**src/hdl/irc_pkg.sv**
```systemverilog
// Shared types, constants and status codes of the index range coalescer.
`timescale 1ns / 1ps
`default_nettype none
package irc_pkg;

  localparam int MAX_RANGES_DEF = 16;
  localparam int IDX_W          = 31;
  localparam int WORD_W         = 32;
  localparam int RUN_W          = 5;
  localparam int STATUS_W       = 3;
  localparam int RESULT_LIMIT   = 64;
  localparam int NUM_W          = $clog2(RESULT_LIMIT);

  localparam logic [RUN_W-1:0] RUN_RESET = RUN_W'(4);

  localparam logic [STATUS_W-1:0] ST_NEW     = 3'd0;
  localparam logic [STATUS_W-1:0] ST_EXTEND  = 3'd1;
  localparam logic [STATUS_W-1:0] ST_PRESENT = 3'd2;
  localparam logic [STATUS_W-1:0] ST_FULL    = 3'd3;
  localparam logic [STATUS_W-1:0] ST_WORD    = 3'd4;

  localparam logic ACT_ADD  = 1'b0;
  localparam logic ACT_EMIT = 1'b1;

  localparam logic [WORD_W-1:0] RUN_MARKER = '1;
  localparam logic [WORD_W-1:0] RUN_STEP   = WORD_W'(1);

  typedef enum logic [2:0] {
    S_IDLE,
    S_SCAN,
    S_MERGE,
    S_REMOVE,
    S_SHIFT,
    S_ELOAD,
    S_EWORD
  } irc_state_t;

  typedef struct packed {
    logic covered;
    logic above;
    logic below;
    logic lo_lt;
  } irc_cmp_t;

  typedef struct packed {
    logic             we_lo;
    logic             we_hi;
    logic [IDX_W-1:0] lo;
    logic [IDX_W-1:0] hi;
  } irc_wr_t;

endpackage
`default_nettype wire

```
**src/hdl/irc_table.sv**
```systemverilog
// Range table: low and high bound register file, one write and one read port.
`timescale 1ns / 1ps
`default_nettype none
module irc_table import irc_pkg::*; #(
  parameter int MAX_RANGES = MAX_RANGES_DEF,
  parameter int AW         = 4
) (
  input  wire logic             clk,
  input  wire logic [AW-1:0]    raddr,
  output logic      [IDX_W-1:0] rd_lo,
  output logic      [IDX_W-1:0] rd_hi,
  input  wire logic [AW-1:0]    waddr,
  input  wire irc_wr_t          wr
);

  logic [IDX_W-1:0] lo_mem [MAX_RANGES];
  logic [IDX_W-1:0] hi_mem [MAX_RANGES];

  always_ff @(posedge clk) begin
    if (wr.we_lo) begin
      lo_mem[waddr] <= wr.lo;
    end
    if (wr.we_hi) begin
      hi_mem[waddr] <= wr.hi;
    end
    rd_lo <= lo_mem[raddr];
    rd_hi <= hi_mem[raddr];
  end

endmodule
`default_nettype wire

```
**src/hdl/irc_cmp.sv**
```systemverilog
// Shared compare unit: relation of the held index to one stored range.
`timescale 1ns / 1ps
`default_nettype none
module irc_cmp import irc_pkg::*; (
  input  wire logic [IDX_W-1:0] key,
  input  wire logic [IDX_W-1:0] lo,
  input  wire logic [IDX_W-1:0] hi,
  output irc_cmp_t              rel
);

  logic [WORD_W-1:0] key_x;
  logic [WORD_W-1:0] lo_x;
  logic [WORD_W-1:0] hi_x;

  always_comb begin
    key_x       = {1'b0, key};
    lo_x        = {1'b0, lo};
    hi_x        = {1'b0, hi};
    rel.covered = (key >= lo) && (key <= hi);
    rel.above   = (hi_x + WORD_W'(1)) == key_x;
    rel.below   = (key_x + WORD_W'(1)) == lo_x;
    rel.lo_lt   = lo < key;
  end

endmodule
`default_nettype wire

```
**src/hdl/irc_seq.sv**
```systemverilog
// Sequencer: add scan, merge, shift and emit walk over the range table.
`timescale 1ns / 1ps
`default_nettype none
module irc_seq import irc_pkg::*; #(
  parameter int MAX_RANGES = MAX_RANGES_DEF,
  parameter int AW         = 4,
  parameter int CW         = 5
) (
  input  wire logic                clk,
  input  wire logic                rst,
  input  wire logic                start,
  output logic                     busy,
  input  wire logic                action,
  input  wire logic [IDX_W-1:0]    index_value,
  input  wire logic                cfg_wr,
  input  wire logic [RUN_W-1:0]    cfg_data,
  output logic      [AW-1:0]       raddr,
  input  wire logic [IDX_W-1:0]    rd_lo,
  input  wire logic [IDX_W-1:0]    rd_hi,
  output logic      [AW-1:0]       waddr,
  output irc_wr_t                  wr,
  output logic      [IDX_W-1:0]    key,
  input  wire irc_cmp_t            rel,
  output logic                     result,
  output logic      [STATUS_W-1:0] status,
  output logic      [WORD_W-1:0]   word,
  output logic                     empty_list,
  output logic                     last_word
);

  localparam logic [CW-1:0] CNT_MAX = CW'(MAX_RANGES);

  irc_state_t           state, state_next;
  logic [CW-1:0]        count, count_next;
  logic [CW-1:0]        ptr, ptr_next;
  logic [CW-1:0]        pos, pos_next;
  logic [IDX_W-1:0]     idx, idx_next;
  logic [NUM_W-1:0]     n, n_next;
  logic [IDX_W-1:0]     cur_lo, cur_lo_next;
  logic [IDX_W-1:0]     cur_hi, cur_hi_next;
  logic [IDX_W-1:0]     v, v_next;
  logic [1:0]           sub, sub_next;
  logic                 short_run, short_run_next;
  logic [RUN_W-1:0]     min_run;
  logic                 result_next;
  logic [STATUS_W-1:0]  status_next;
  logic [WORD_W-1:0]    word_next;
  logic                 empty_list_next;
  logic                 last_word_next;
  logic [CW-1:0]        ptr_p1;
  logic [CW-1:0]        ptr_m1;
  logic [CW-1:0]        rd_ptr;
  logic [WORD_W-1:0]    run_len;
  logic                 run_end;
  logic                 fin;

  always_ff @(posedge clk) begin
    if (rst) begin
      state   <= S_IDLE;
      count   <= '0;
      result  <= 1'b0;
      min_run <= RUN_RESET;
    end else begin
      state  <= state_next;
      count  <= count_next;
      result <= result_next;
      if (cfg_wr) begin
        min_run <= cfg_data;
      end
    end
  end

  always_ff @(posedge clk) begin
    ptr        <= ptr_next;
    pos        <= pos_next;
    idx        <= idx_next;
    n          <= n_next;
    cur_lo     <= cur_lo_next;
    cur_hi     <= cur_hi_next;
    v          <= v_next;
    sub        <= sub_next;
    short_run  <= short_run_next;
    status     <= status_next;
    word       <= word_next;
    empty_list <= empty_list_next;
    last_word  <= last_word_next;
  end

  assign busy   = state != S_IDLE;
  assign key    = idx;
  assign ptr_p1 = ptr + CW'(1);
  assign ptr_m1 = ptr - CW'(1);

  // fetch the entry that the next state compares against
  always_comb begin
    unique case (state_next)
      S_MERGE, S_REMOVE: rd_ptr = ptr_next + CW'(1);
      S_SHIFT:           rd_ptr = ptr_next - CW'(1);
      default:           rd_ptr = ptr_next;
    endcase
  end

  assign raddr = rd_ptr[AW-1:0];

  always_comb begin
    state_next      = state;
    count_next      = count;
    ptr_next        = ptr;
    pos_next        = pos;
    idx_next        = idx;
    n_next          = n;
    cur_lo_next     = cur_lo;
    cur_hi_next     = cur_hi;
    v_next          = v;
    sub_next        = sub;
    short_run_next  = short_run;
    result_next     = 1'b0;
    status_next     = status;
    word_next       = word;
    empty_list_next = empty_list;
    last_word_next  = last_word;
    waddr           = ptr[AW-1:0];
    wr              = '0;
    run_len         = {1'b0, rd_hi} - {1'b0, rd_lo} + WORD_W'(1);
    run_end         = 1'b0;
    fin             = 1'b0;

    unique case (state)
      S_IDLE: begin
        if (start) begin
          idx_next = index_value;
          ptr_next = '0;
          pos_next = count;
          n_next   = '0;
          if (action == ACT_ADD) begin
            state_next = S_SCAN;
          end else if (count == '0) begin
            result_next     = 1'b1;
            status_next     = ST_WORD;
            word_next       = '0;
            empty_list_next = 1'b1;
            last_word_next  = 1'b1;
          end else begin
            state_next = S_ELOAD;
          end
        end
      end

      S_SCAN: begin
        if (ptr == count) begin
          if (count == CNT_MAX) begin
            result_next     = 1'b1;
            status_next     = ST_FULL;
            word_next       = '0;
            empty_list_next = 1'b0;
            last_word_next  = 1'b1;
            state_next      = S_IDLE;
          end else begin
            state_next = S_SHIFT;
          end
        end else if (rel.covered) begin
          result_next     = 1'b1;
          status_next     = ST_PRESENT;
          word_next       = '0;
          empty_list_next = 1'b0;
          last_word_next  = 1'b1;
          state_next      = S_IDLE;
        end else if (rel.above) begin
          wr.we_hi   = 1'b1;
          wr.hi      = idx;
          state_next = S_MERGE;
        end else if (rel.below) begin
          wr.we_lo        = 1'b1;
          wr.lo           = idx;
          result_next     = 1'b1;
          status_next     = ST_EXTEND;
          word_next       = '0;
          empty_list_next = 1'b0;
          last_word_next  = 1'b1;
          state_next      = S_IDLE;
        end else begin
          if (pos == count && !rel.lo_lt) begin
            pos_next = ptr;
          end
          ptr_next = ptr_p1;
        end
      end

      S_MERGE: begin
        if (ptr_p1 < count && rel.below) begin
          wr.we_hi   = 1'b1;
          wr.hi      = rd_hi;
          ptr_next   = ptr_p1;
          state_next = S_REMOVE;
        end else begin
          result_next     = 1'b1;
          status_next     = ST_EXTEND;
          word_next       = '0;
          empty_list_next = 1'b0;
          last_word_next  = 1'b1;
          state_next      = S_IDLE;
        end
      end

      S_REMOVE: begin
        if (ptr_p1 < count) begin
          wr.we_lo = 1'b1;
          wr.we_hi = 1'b1;
          wr.lo    = rd_lo;
          wr.hi    = rd_hi;
          ptr_next = ptr_p1;
        end else begin
          count_next      = count - CW'(1);
          result_next     = 1'b1;
          status_next     = ST_EXTEND;
          word_next       = '0;
          empty_list_next = 1'b0;
          last_word_next  = 1'b1;
          state_next      = S_IDLE;
        end
      end

      S_SHIFT: begin
        wr.we_lo = 1'b1;
        wr.we_hi = 1'b1;
        if (ptr > pos) begin
          wr.lo    = rd_lo;
          wr.hi    = rd_hi;
          ptr_next = ptr_m1;
        end else begin
          waddr           = pos[AW-1:0];
          wr.lo           = idx;
          wr.hi           = idx;
          count_next      = count + CW'(1);
          result_next     = 1'b1;
          status_next     = ST_NEW;
          word_next       = '0;
          empty_list_next = 1'b0;
          last_word_next  = 1'b1;
          state_next      = S_IDLE;
        end
      end

      S_ELOAD: begin
        cur_lo_next    = rd_lo;
        cur_hi_next    = rd_hi;
        v_next         = rd_lo;
        sub_next       = '0;
        short_run_next = run_len < WORD_W'(min_run);
        state_next     = S_EWORD;
      end

      S_EWORD: begin
        if (short_run) begin
          word_next = {1'b0, v};
          run_end   = v == cur_hi;
        end else begin
          unique case (sub)
            2'd0: word_next = RUN_MARKER;
            2'd1: word_next = {1'b0, cur_lo};
            2'd2: word_next = {1'b0, cur_hi};
            2'd3: word_next = RUN_STEP;
          endcase
          run_end = sub == 2'd3;
        end
        fin             = (run_end && ptr_p1 == count) || n == NUM_W'(RESULT_LIMIT - 1);
        result_next     = 1'b1;
        status_next     = ST_WORD;
        empty_list_next = 1'b0;
        last_word_next  = fin;
        n_next          = n + NUM_W'(1);
        v_next          = v + IDX_W'(1);
        sub_next        = sub + 2'd1;
        if (fin) begin
          state_next = S_IDLE;
        end else if (run_end) begin
          ptr_next   = ptr_p1;
          state_next = S_ELOAD;
        end
      end

      default: begin
        state_next = S_IDLE;
      end
    endcase
  end

endmodule
`default_nettype wire

```
**src/hdl/index_range_coalescer.sv**
```systemverilog
// Top level of the index range coalescer: table, compare unit and sequencer.
`timescale 1ns / 1ps
`default_nettype none
// Keeps up to MAX_RANGES sorted, disjoint index ranges. Raise start with
// action and index_value while busy is low; busy stays high until the item
// is done and drops in the cycle the last result shows. Every result is on
// the result ports for exactly one cycle with result high and cannot be
// stalled. An add gives one result after a scan of the table, one entry a
// cycle, plus a shift or merge pass over the entries behind the hit. An
// emit gives one word a cycle, paused by a load step per range, at most 64
// words. The range table's single read and write port sets this pace. The
// user must write the run threshold through cfg_valid / cfg_ready only
// while the block is idle; the block itself does not enforce this.
module index_range_coalescer import irc_pkg::*; #(
  parameter int MAX_RANGES = MAX_RANGES_DEF
) (
  input  wire logic                       clk,
  input  wire logic                       rst,
  input  wire logic                       start,
  output logic                            busy,
  input  wire logic                       action,
  input  wire logic        [IDX_W-1:0]    index_value,
  input  wire logic                       cfg_valid,
  output logic                            cfg_ready,
  input  wire logic        [RUN_W-1:0]    cfg_data,
  output logic                            result,
  output logic             [STATUS_W-1:0] status,
  output logic signed      [WORD_W-1:0]   word,
  output logic                            empty_list,
  output logic                            last_word
);

  localparam int AW = (MAX_RANGES > 1) ? $clog2(MAX_RANGES) : 1;
  localparam int CW = $clog2(MAX_RANGES + 1);

  logic [AW-1:0]     raddr;
  logic [AW-1:0]     waddr;
  logic [IDX_W-1:0]  rd_lo;
  logic [IDX_W-1:0]  rd_hi;
  logic [IDX_W-1:0]  key;
  logic [WORD_W-1:0] word_bits;
  irc_wr_t           wr;
  irc_cmp_t          rel;

  assign cfg_ready = 1'b1;
  assign word      = signed'(word_bits);

  irc_table #(
    .MAX_RANGES (MAX_RANGES),
    .AW         (AW)
  ) u_table (
    .clk   (clk),
    .raddr (raddr),
    .rd_lo (rd_lo),
    .rd_hi (rd_hi),
    .waddr (waddr),
    .wr    (wr)
  );

  irc_cmp u_cmp (
    .key (key),
    .lo  (rd_lo),
    .hi  (rd_hi),
    .rel (rel)
  );

  irc_seq #(
    .MAX_RANGES (MAX_RANGES),
    .AW         (AW),
    .CW         (CW)
  ) u_seq (
    .clk         (clk),
    .rst         (rst),
    .start       (start),
    .busy        (busy),
    .action      (action),
    .index_value (index_value),
    .cfg_wr      (cfg_valid && cfg_ready),
    .cfg_data    (cfg_data),
    .raddr       (raddr),
    .rd_lo       (rd_lo),
    .rd_hi       (rd_hi),
    .waddr       (waddr),
    .wr          (wr),
    .key         (key),
    .rel         (rel),
    .result      (result),
    .status      (status),
    .word        (word_bits),
    .empty_list  (empty_list),
    .last_word   (last_word)
  );

endmodule
`default_nettype wire

```
**config.mk**
```make
export PLATFORM = sky130hd
export DESIGN_NAME = index_range_coalescer
export DESIGN_NICKNAME = d
export VERILOG_FILES = /design/src/hdl/irc_pkg.sv /design/src/hdl/irc_table.sv /design/src/hdl/irc_cmp.sv /design/src/hdl/irc_seq.sv /design/src/hdl/index_range_coalescer.sv
export SDC_FILE = /design/constraint.sdc
export NUM_CORES = 2
export LEC_CHECK = 0
export ABC_AREA = 1
export BUFFER_PORTS_ARGS = -buffer_cell sky130_fd_sc_hd__buf_2
export CAP_MARGIN = 0
export CORE_ASPECT_RATIO = 1.25
export CORE_UTILIZATION = 30
export CTS_CLUSTER_DIAMETER = 80
export DETAILED_ROUTE_END_ITERATION = 16
export SLEW_MARGIN = 20
export SYNTH_ARGS = -nofsm -noshare
export SYNTH_HDL_FRONTEND = slang
export SYNTH_HIERARCHICAL = 1
export SYNTH_SLANG_ARGS = --single-unit
```
**constraint.sdc**
```tcl
create_clock -name clk -period 6.3 [get_ports clk]
set_clock_uncertainty 0.15 [all_clocks]
set_input_delay 0.945 -clock clk [delete_from_list [all_inputs] [get_ports clk]]
set_output_delay 0.945 -clock clk [all_outputs]
set_load 0.03 [all_outputs]
```
Word-level counts from Yosys, hierarchy flattened:

Memories as Yosys holds them, arrays and structs flattened. A register that Yosys moved wholly into a read port is not among the register bits.
Cells that the tools add are included.

* memories kept: 2
* logic and storage cells: 214
* bits in read-only memories: 0
* flip-flop bits (word level): 194
* bits in latches: 0
* RAM bits: 992
* output and inout bits: 40

* add/subtract/negate cells: 13
* div/mod/pow operators: 0
* shift operators: 0
* multiply operators: 0
* magnitude comparators: 6
* equal/unequal tests: 34
* mux-type cells: 121
* bitwise logic cells: 0
* reductions and logical operators: 21

Memories
* u_table.hi_mem: depth 16, bits a word 31, rd ports 1, clocked after Yosys merged registers in 1, wr ports 1, RTL line irc_table.sv:17 `logic [IDX_W-1:0] hi_mem [MAX_RANGES];`
* u_table.lo_mem: depth 16, bits a word 31, rd ports 1, clocked after Yosys merged registers in 1, wr ports 1, RTL line irc_table.sv:16 `logic [IDX_W-1:0] lo_mem [MAX_RANGES];`

Operator list (number)
* $mux 32: 12
* $mux 64: 3
* $pmux 32 s6: 1
* $pmux 32 s4: 1
* $mux 31: 4
* $pmux 31 s4: 1
* $pmux 31 s3: 1
* $mux 5: 18
* $mux 3: 23
* $add 31x1->32 const B: 2
* $eq 32x31->1: 2
* $mux 62: 1
* $pmux 31 s2: 1
* $mux 1: 38
* $add 32x1->32 const B: 1
* $lt 32x5->1: 1
* $sub 31x31->32: 1
* $add 31x1->31 const B: 1
* $eq 31x31->1: 1
* $ge 31x31->1: 1
* $le 31x31->1: 1
* $lt 31x31->1: 1
* $pmux 5 s6: 1
* $pmux 3 s7: 1
* 46 further kinds: 77

Depth between registers and ports, before layout:

* depth in word-level cells: 10
* gate-level depth with buffers: 37

Modules after synthesis:

The synthesis kept the hierarchy.

Modules (own cells, without submodules)
* irc_table: seq. area each 31029.8 µm², area each 43688.2 µm², times used 1, cells an instance 4113
* irc_seq: seq. area each 5645.4 µm², area each 13497.9 µm², times used 1, cells an instance 1709
* irc_cmp: seq. area each 0.0 µm², area each 4342.9 µm², times used 1, cells an instance 846
* index_range_coalescer: seq. area each 0.0 µm², area each 11.3 µm², times used 1, cells an instance 2

Worst setup path before layout:

OpenSTA, ideal clock, no wires.

* path type: register to register
* start point: register u_seq.idx[1] (netlist: u_seq/key[1])
* end point: register u_seq.empty_list (enable)
* cell stages (with the launch flop): 20
* buffers on the path: 0
* setup time: 0.477 ns
* clock period less this slack: 5.581 ns
* data required time: 5.673 ns
* slack: 0.719 ns
* data arrival time: 4.953 ns
* cell sequence: edfxtp_1 -> ha_1 -> nand2_1 -> nor2_4 -> nand2_4 -> nor2_2 -> nand3_1 -> a21oi_1 -> nor2_1 -> nand2_1 -> nor2_1 -> nand2_1 -> nor2_1 -> inv_1 -> nor2_1 -> a21oi_1 -> clkinv_1 -> nor2_1 -> inv_1 -> nor3_1

RTL lines
* from (decl): RTL line irc_seq.sv:37 `logic [IDX_W-1:0] idx, idx_next;`
* from (signal assigned): RTL line irc_seq.sv:76 `idx <= idx_next;`
* to (signal assigned): RTL line irc_seq.sv:85 `empty_list <= empty_list_next;`
* to (decl): RTL line irc_seq.sv:27 `output logic empty_list,`

==> out/summary.txt <==
STATUS
----------------------------------------------------------------------------------------------------
Result of the run                                                                       finished, final reports clean

POWER AND IR DROP
----------------------------------------------------------------------------------------------------
Power density cells                                                                       578 nW/µm²
Static leakage                                                                               30.5 nW
Int Power                                                                                    21.5 mW
Combinational share of power                                                                   54.1%
Switching power                                                                              19.4 mW
Maximum vdd drop                                                                            0.877 mV
Clk network pwr share                                                                          17.7%
Part of the power in registers                                                                 28.2%
Switching fraction of total power                                                              47.5%

DIE
----------------------------------------------------------------------------------------------------
Vertical die dimension                                                                        508 µm
Area of the die                                                                          207,000 µm²
Core region area                                                                         203,000 µm²
Initial cell density of the core                                                               30.2%
Top-Level Pins                                                                                    81
Std-Cell Rows                                                                                    185
Die X                                                                                         407 µm

CLOCK TREE
----------------------------------------------------------------------------------------------------
Number of buffers inserted during clock tree synthesis                                           114
Library cell used as clock root buffer                                                  sky130_fd_sc_hd__clkbuf_16
Clock-pin slew reported for the worst setup and hold paths after clock tree synthesis        0.06 ns
Maximum buffer depth of the clock tree                                                             3
Clock latency reported for the late side of the worst-skew pair                              0.77 ns
Clock H-tree levels                                                                                3
Clock tree from TritonCTS                                                                       done
Clock sink total                                                                               1,248

SYNTH
----------------------------------------------------------------------------------------------------
Seq cells post-synth                                                                           1,248
Leading cell types by count after synthesis                                             sky130_fd_sc_hd__nand2_1, sky130_fd_sc_hd__edfxtp_1, sky130_fd_sc_hd__inv_1
Net Count, Synth                                                                               6,866
XOR/XNOR Fraction of Synth Area                                                                1.29%
Cell type contributing the most total cell area after synthesis                         sky130_fd_sc_hd__edfxtp_1
Leading post-synthesis cells by cell area                                               sky130_fd_sc_hd__edfxtp_1, sky130_fd_sc_hd__nand2_1, sky130_fd_sc_hd__nand3_1, sky130_fd_sc_hd__inv_1, sky130_fd_sc_hd__ha_1
Gate Count Post-Synth                                                                          6,670
Complex-gate fraction of the synthesized area                                                  4.00%
Post-synthesis async set-or-reset flop share                                                      0%
Multiplexer area fraction after synthesis                                                    0.0163%
Sequential share of the synthesized area                                                       59.6%
Most repeated cell in the gate-level netlist after synthesis                            sky130_fd_sc_hd__nand2_1
Number of different library cells in the post-synthesis netlist                                   56
Number of enable-type register cells in the synthesized netlist                                1,168
Dominant combinational cell family by area after synthesis                              simple AND/OR/NAND/NOR gates
Share of Yosys cell area claimed by the top area cell type                                     57.0%
Number of warnings printed during yosys synthesis                                                  6
Synthesized-area fraction occupied by and/or/nand/nor cells                                    22.8%
Adder-cell area share of the yosys netlist                                                     3.19%
Cell area after synthesis                                                                 61,500 µm²
Average footprint of a synthesized cell                                                     9.23 µm²
Main flop type after synthesis                                                          sky130_fd_sc_hd__edfxtp_1

TIMING
----------------------------------------------------------------------------------------------------
Relative slew slack                                                                            20.9%
Least-Margin Pin Slew                                                                        1.18 ns
Final-report setup violation count                                                                 0
Highest attainable clock frequency                                                         0.164 GHz
Setup slack after layout                                                                    0.220 ns
Fin Setup TNS                                                                                   0 ns
RSZ-0062 raised after global routing                                                              no
Fin Hold WS                                                                                 0.209 ns
Min Tclk post-route                                                                          6.08 ns
Final hold violation count                                                                         0
Ratio of final minimum period to clock period                                                  96.5%
Fin. max-slew vios                                                                                 0

SETUP PATH
----------------------------------------------------------------------------------------------------
End of the worst register-to-register path                                              u_table/rd_hi[0]$_DFF_P_
WP data required                                                                             6.75 ns
FF-to-FF path depth                                                                               27
Critical Path End Type                                                                          flop
Startpoint kind of the worst setup timing path                                                  flop
Reg2reg start                                                                           u_seq/key[20]$_DFFE_PP_
Worst Path Arrival                                                                           6.53 ns
Maximum fanout along the worst path                                                               29
Worst setup path endpoint                                                               u_table/rd_hi[0]$_DFF_P_
Crit Path Class                                                                         flop to flop
Setup crit start                                                                        u_seq/key[20]$_DFFE_PP_
Worst-case register-to-register setup slack                                                  0.22 ns

CELLS AND AREA
----------------------------------------------------------------------------------------------------
Fill cell instance count of the final layout                                                  20,200
Layout cells sized above 1                                                                     8.70%
Post-route cell area                                                                      70,800 µm²
Total Nets Final                                                                               7,046
Layout overhead on the synthesized area                                                        15.0%
End-of-flow core utilization                                                                   34.8%

GRT
----------------------------------------------------------------------------------------------------
Pin count of the biggest net entering global routing                                             174
Vias in the first global route                                                                44,700
Global-route wire length before repair                                                        286 mm
Antenna violations before repair                                                                   3
Overall Global Routing Usage                                                                   18.3%
Final global-route overflow total                                                                  0

PLACE
----------------------------------------------------------------------------------------------------
Setup slack after placement                                                                0.0200 ns
Placed instance area                                                                      66,700 µm²
# port buffers                                                                                    79
Gpl congestion                                                                                 0.943
Sum of net half-perimeters after detailed placement                                           124 mm

ROUTING
----------------------------------------------------------------------------------------------------
Average wire per standard cell                                                               20.0 µm
Antenna-violating nets left                                                                        0
Number of DRC markers after the initial detailed-route iteration                               4,284
Via density per instance                                                                        4.82
Total wire length                                                                             193 mm
Via count                                                                                     46,600
Pre-antenna DRT Iters                                                                              5
Remaining design rule violation count                                                              0

MIN PATH
----------------------------------------------------------------------------------------------------
Number of stages on the worst hold path                                                            1
Worst min path class                                                                    primary input to flop

FLOW RUN
----------------------------------------------------------------------------------------------------
Count of max-cap constraint violations                                                             0

==> worst max-delay path, stage by stage (launching register included) <==
cell	delay [ns]
sky130_fd_sc_hd__edfxtp_1	0.51
sky130_fd_sc_hd__inv_1	0.20
sky130_fd_sc_hd__ha_1	0.35
sky130_fd_sc_hd__nand2_1	0.07
sky130_fd_sc_hd__nor2_1	0.15
sky130_fd_sc_hd__nand3_1	0.10
sky130_fd_sc_hd__nor4_1	0.28
sky130_fd_sc_hd__buf_4	0.21
sky130_fd_sc_hd__nand2_1	0.05
sky130_fd_sc_hd__nand3b_1	0.29
sky130_fd_sc_hd__nand2_1	0.09
sky130_fd_sc_hd__nand2_1	0.12
sky130_fd_sc_hd__inv_1	0.10
sky130_fd_sc_hd__nor3_1	0.30
sky130_fd_sc_hd__inv_1	0.10
sky130_fd_sc_hd__nor2_1	0.21
sky130_fd_sc_hd__inv_1	0.11
sky130_fd_sc_hd__o21ai_0	0.16
sky130_fd_sc_hd__inv_1	0.07
sky130_fd_sc_hd__nand3_2	0.12
sky130_fd_sc_hd__inv_1	0.08
sky130_fd_sc_hd__fa_1	0.44
sky130_fd_sc_hd__xor2_1	0.20
sky130_fd_sc_hd__o21ai_4	0.48
sky130_fd_sc_hd__buf_4	0.53
sky130_fd_sc_hd__nand3_1	0.13
sky130_fd_sc_hd__nand3_1	0.13
sky130_fd_sc_hd__nand2_1	0.16
==> cells in the final DEF (no fill, tap or decap), drive strengths merged, types with 34 or more instances in the layout <==
cell,Yosys,routed
a21oi,121,121
a31oi,36,36
buf,184,325
clkbuf,77,139
clkinv,2,54
dfxtp,80,80
edfxtp,1168,1168
ha,152,152
inv,1166,1171
nand2,2049,2049
nand3,884,884
nand4,44,44
nor2,277,277
nor3,38,38
o211ai,34,34
o21ai,175,175
xor2,63,63
==> cell type report <==
cell class | instances | area [µm²] | share of cell area (%)
clock buffers | 139 | 3010 | 4.25
diodes | 1 | 2.50 | 0.00354
flip-flops and latches | 1248 | 36700 | 51.8
repair buffers | 325 | 2830 | 4.00
multi-input cells | 3993 | 19500 | 27.6
inverters | 1168 | 4410 | 6.23
clock inverters | 78 | 912 | 1.29
well taps | 2711 | 3390 | 4.79
==> logic make-up after synthesis <==
kind of cell | after synthesis
AOI/OAI and AO/OA | 427
xor gates and xnor gates | 89
adders and majority gates | 155
buffers and inverters | 1429
DFF | 1248
muxes | 1
other | 1
and+or+nand+nor | 3320
==> through the flow <==
stage          power, mW  std cells
2_1_floorplan       26.1       6670
3_3_place_gp        33.5       9430
3_5_place_dp        33.7       9430
4_1_cts             41.0       9648
5_1_grt             43.8       9663
6_report            40.9       9663
==> power by group through the flow <==
stage	registers, mW	logic [mW]	clock network, mW
3_5_place_dp	11.7	21.9	0
2_1_floorplan	11.5	14.7	0
5_1_grt	11.6	24.6	7.67
4_1_cts	11.5	22.1	7.39
6_report	11.5	22.1	7.26
3_3_place_gp	11.7	21.8	0
==> per-layer routing <==
metal | vias to the layer above | share of wire, % | track usage, %
met1 | 22500 | 39 | 21.3
met5 | - | 0.0062 | 0
met3 | 361 | 5.9 | 2.09
li1 | 22100 | - | -
met4 | 2 | 5.1 | 9.03
met2 | 1650 | 50 | 33.1
==> worst min path at each step <==
stage                                          endpoint                          start  slack, ns
final                           u_seq/key[15]$_DFFE_PP_                index_value[15]       0.21
after global routing            u_seq/key[27]$_DFFE_PP_                index_value[27]       0.19
after CTS                       u_seq/key[15]$_DFFE_PP_                index_value[15]       0.17
after detailed placement  u_seq/min_run[0]$_SDFFE_PP0P_  u_seq/min_run[0]$_SDFFE_PP0P_       0.41
after global placement    u_seq/min_run[0]$_SDFFE_PP0P_  u_seq/min_run[0]$_SDFFE_PP0P_       0.40
after floorplan           u_seq/min_run[0]$_SDFFE_PP0P_  u_seq/min_run[0]$_SDFFE_PP0P_       0.28
==> what timing repair did <==
action | CTS | global route
pin swaps | 0 | 0
setup endpoints to repair | 1 | 11
hold buffers | 0 | 0
setup buffers | 1 | 14
resized for setup | 0 | 2
==> flip-flops by register name (all words and copies together), names as in the netlist, 2 cells and up <==
register        count
u_seq/min_run       5
u_seq/pos           5
u_table/rd_hi      31
u_seq/key          31
u_seq/status        3
u_seq/count         5
u_seq/sub           2
u_table/hi_mem    496
u_seq/cur_lo       31
u_seq/n             6
u_seq/ptr           5
u_seq/cur_hi       31
u_table/lo_mem    496
u_seq/word         32
u_seq/state         3
u_seq/v            31
u_table/rd_lo      31
Note: power is estimated with default switching activity, not from simulation.
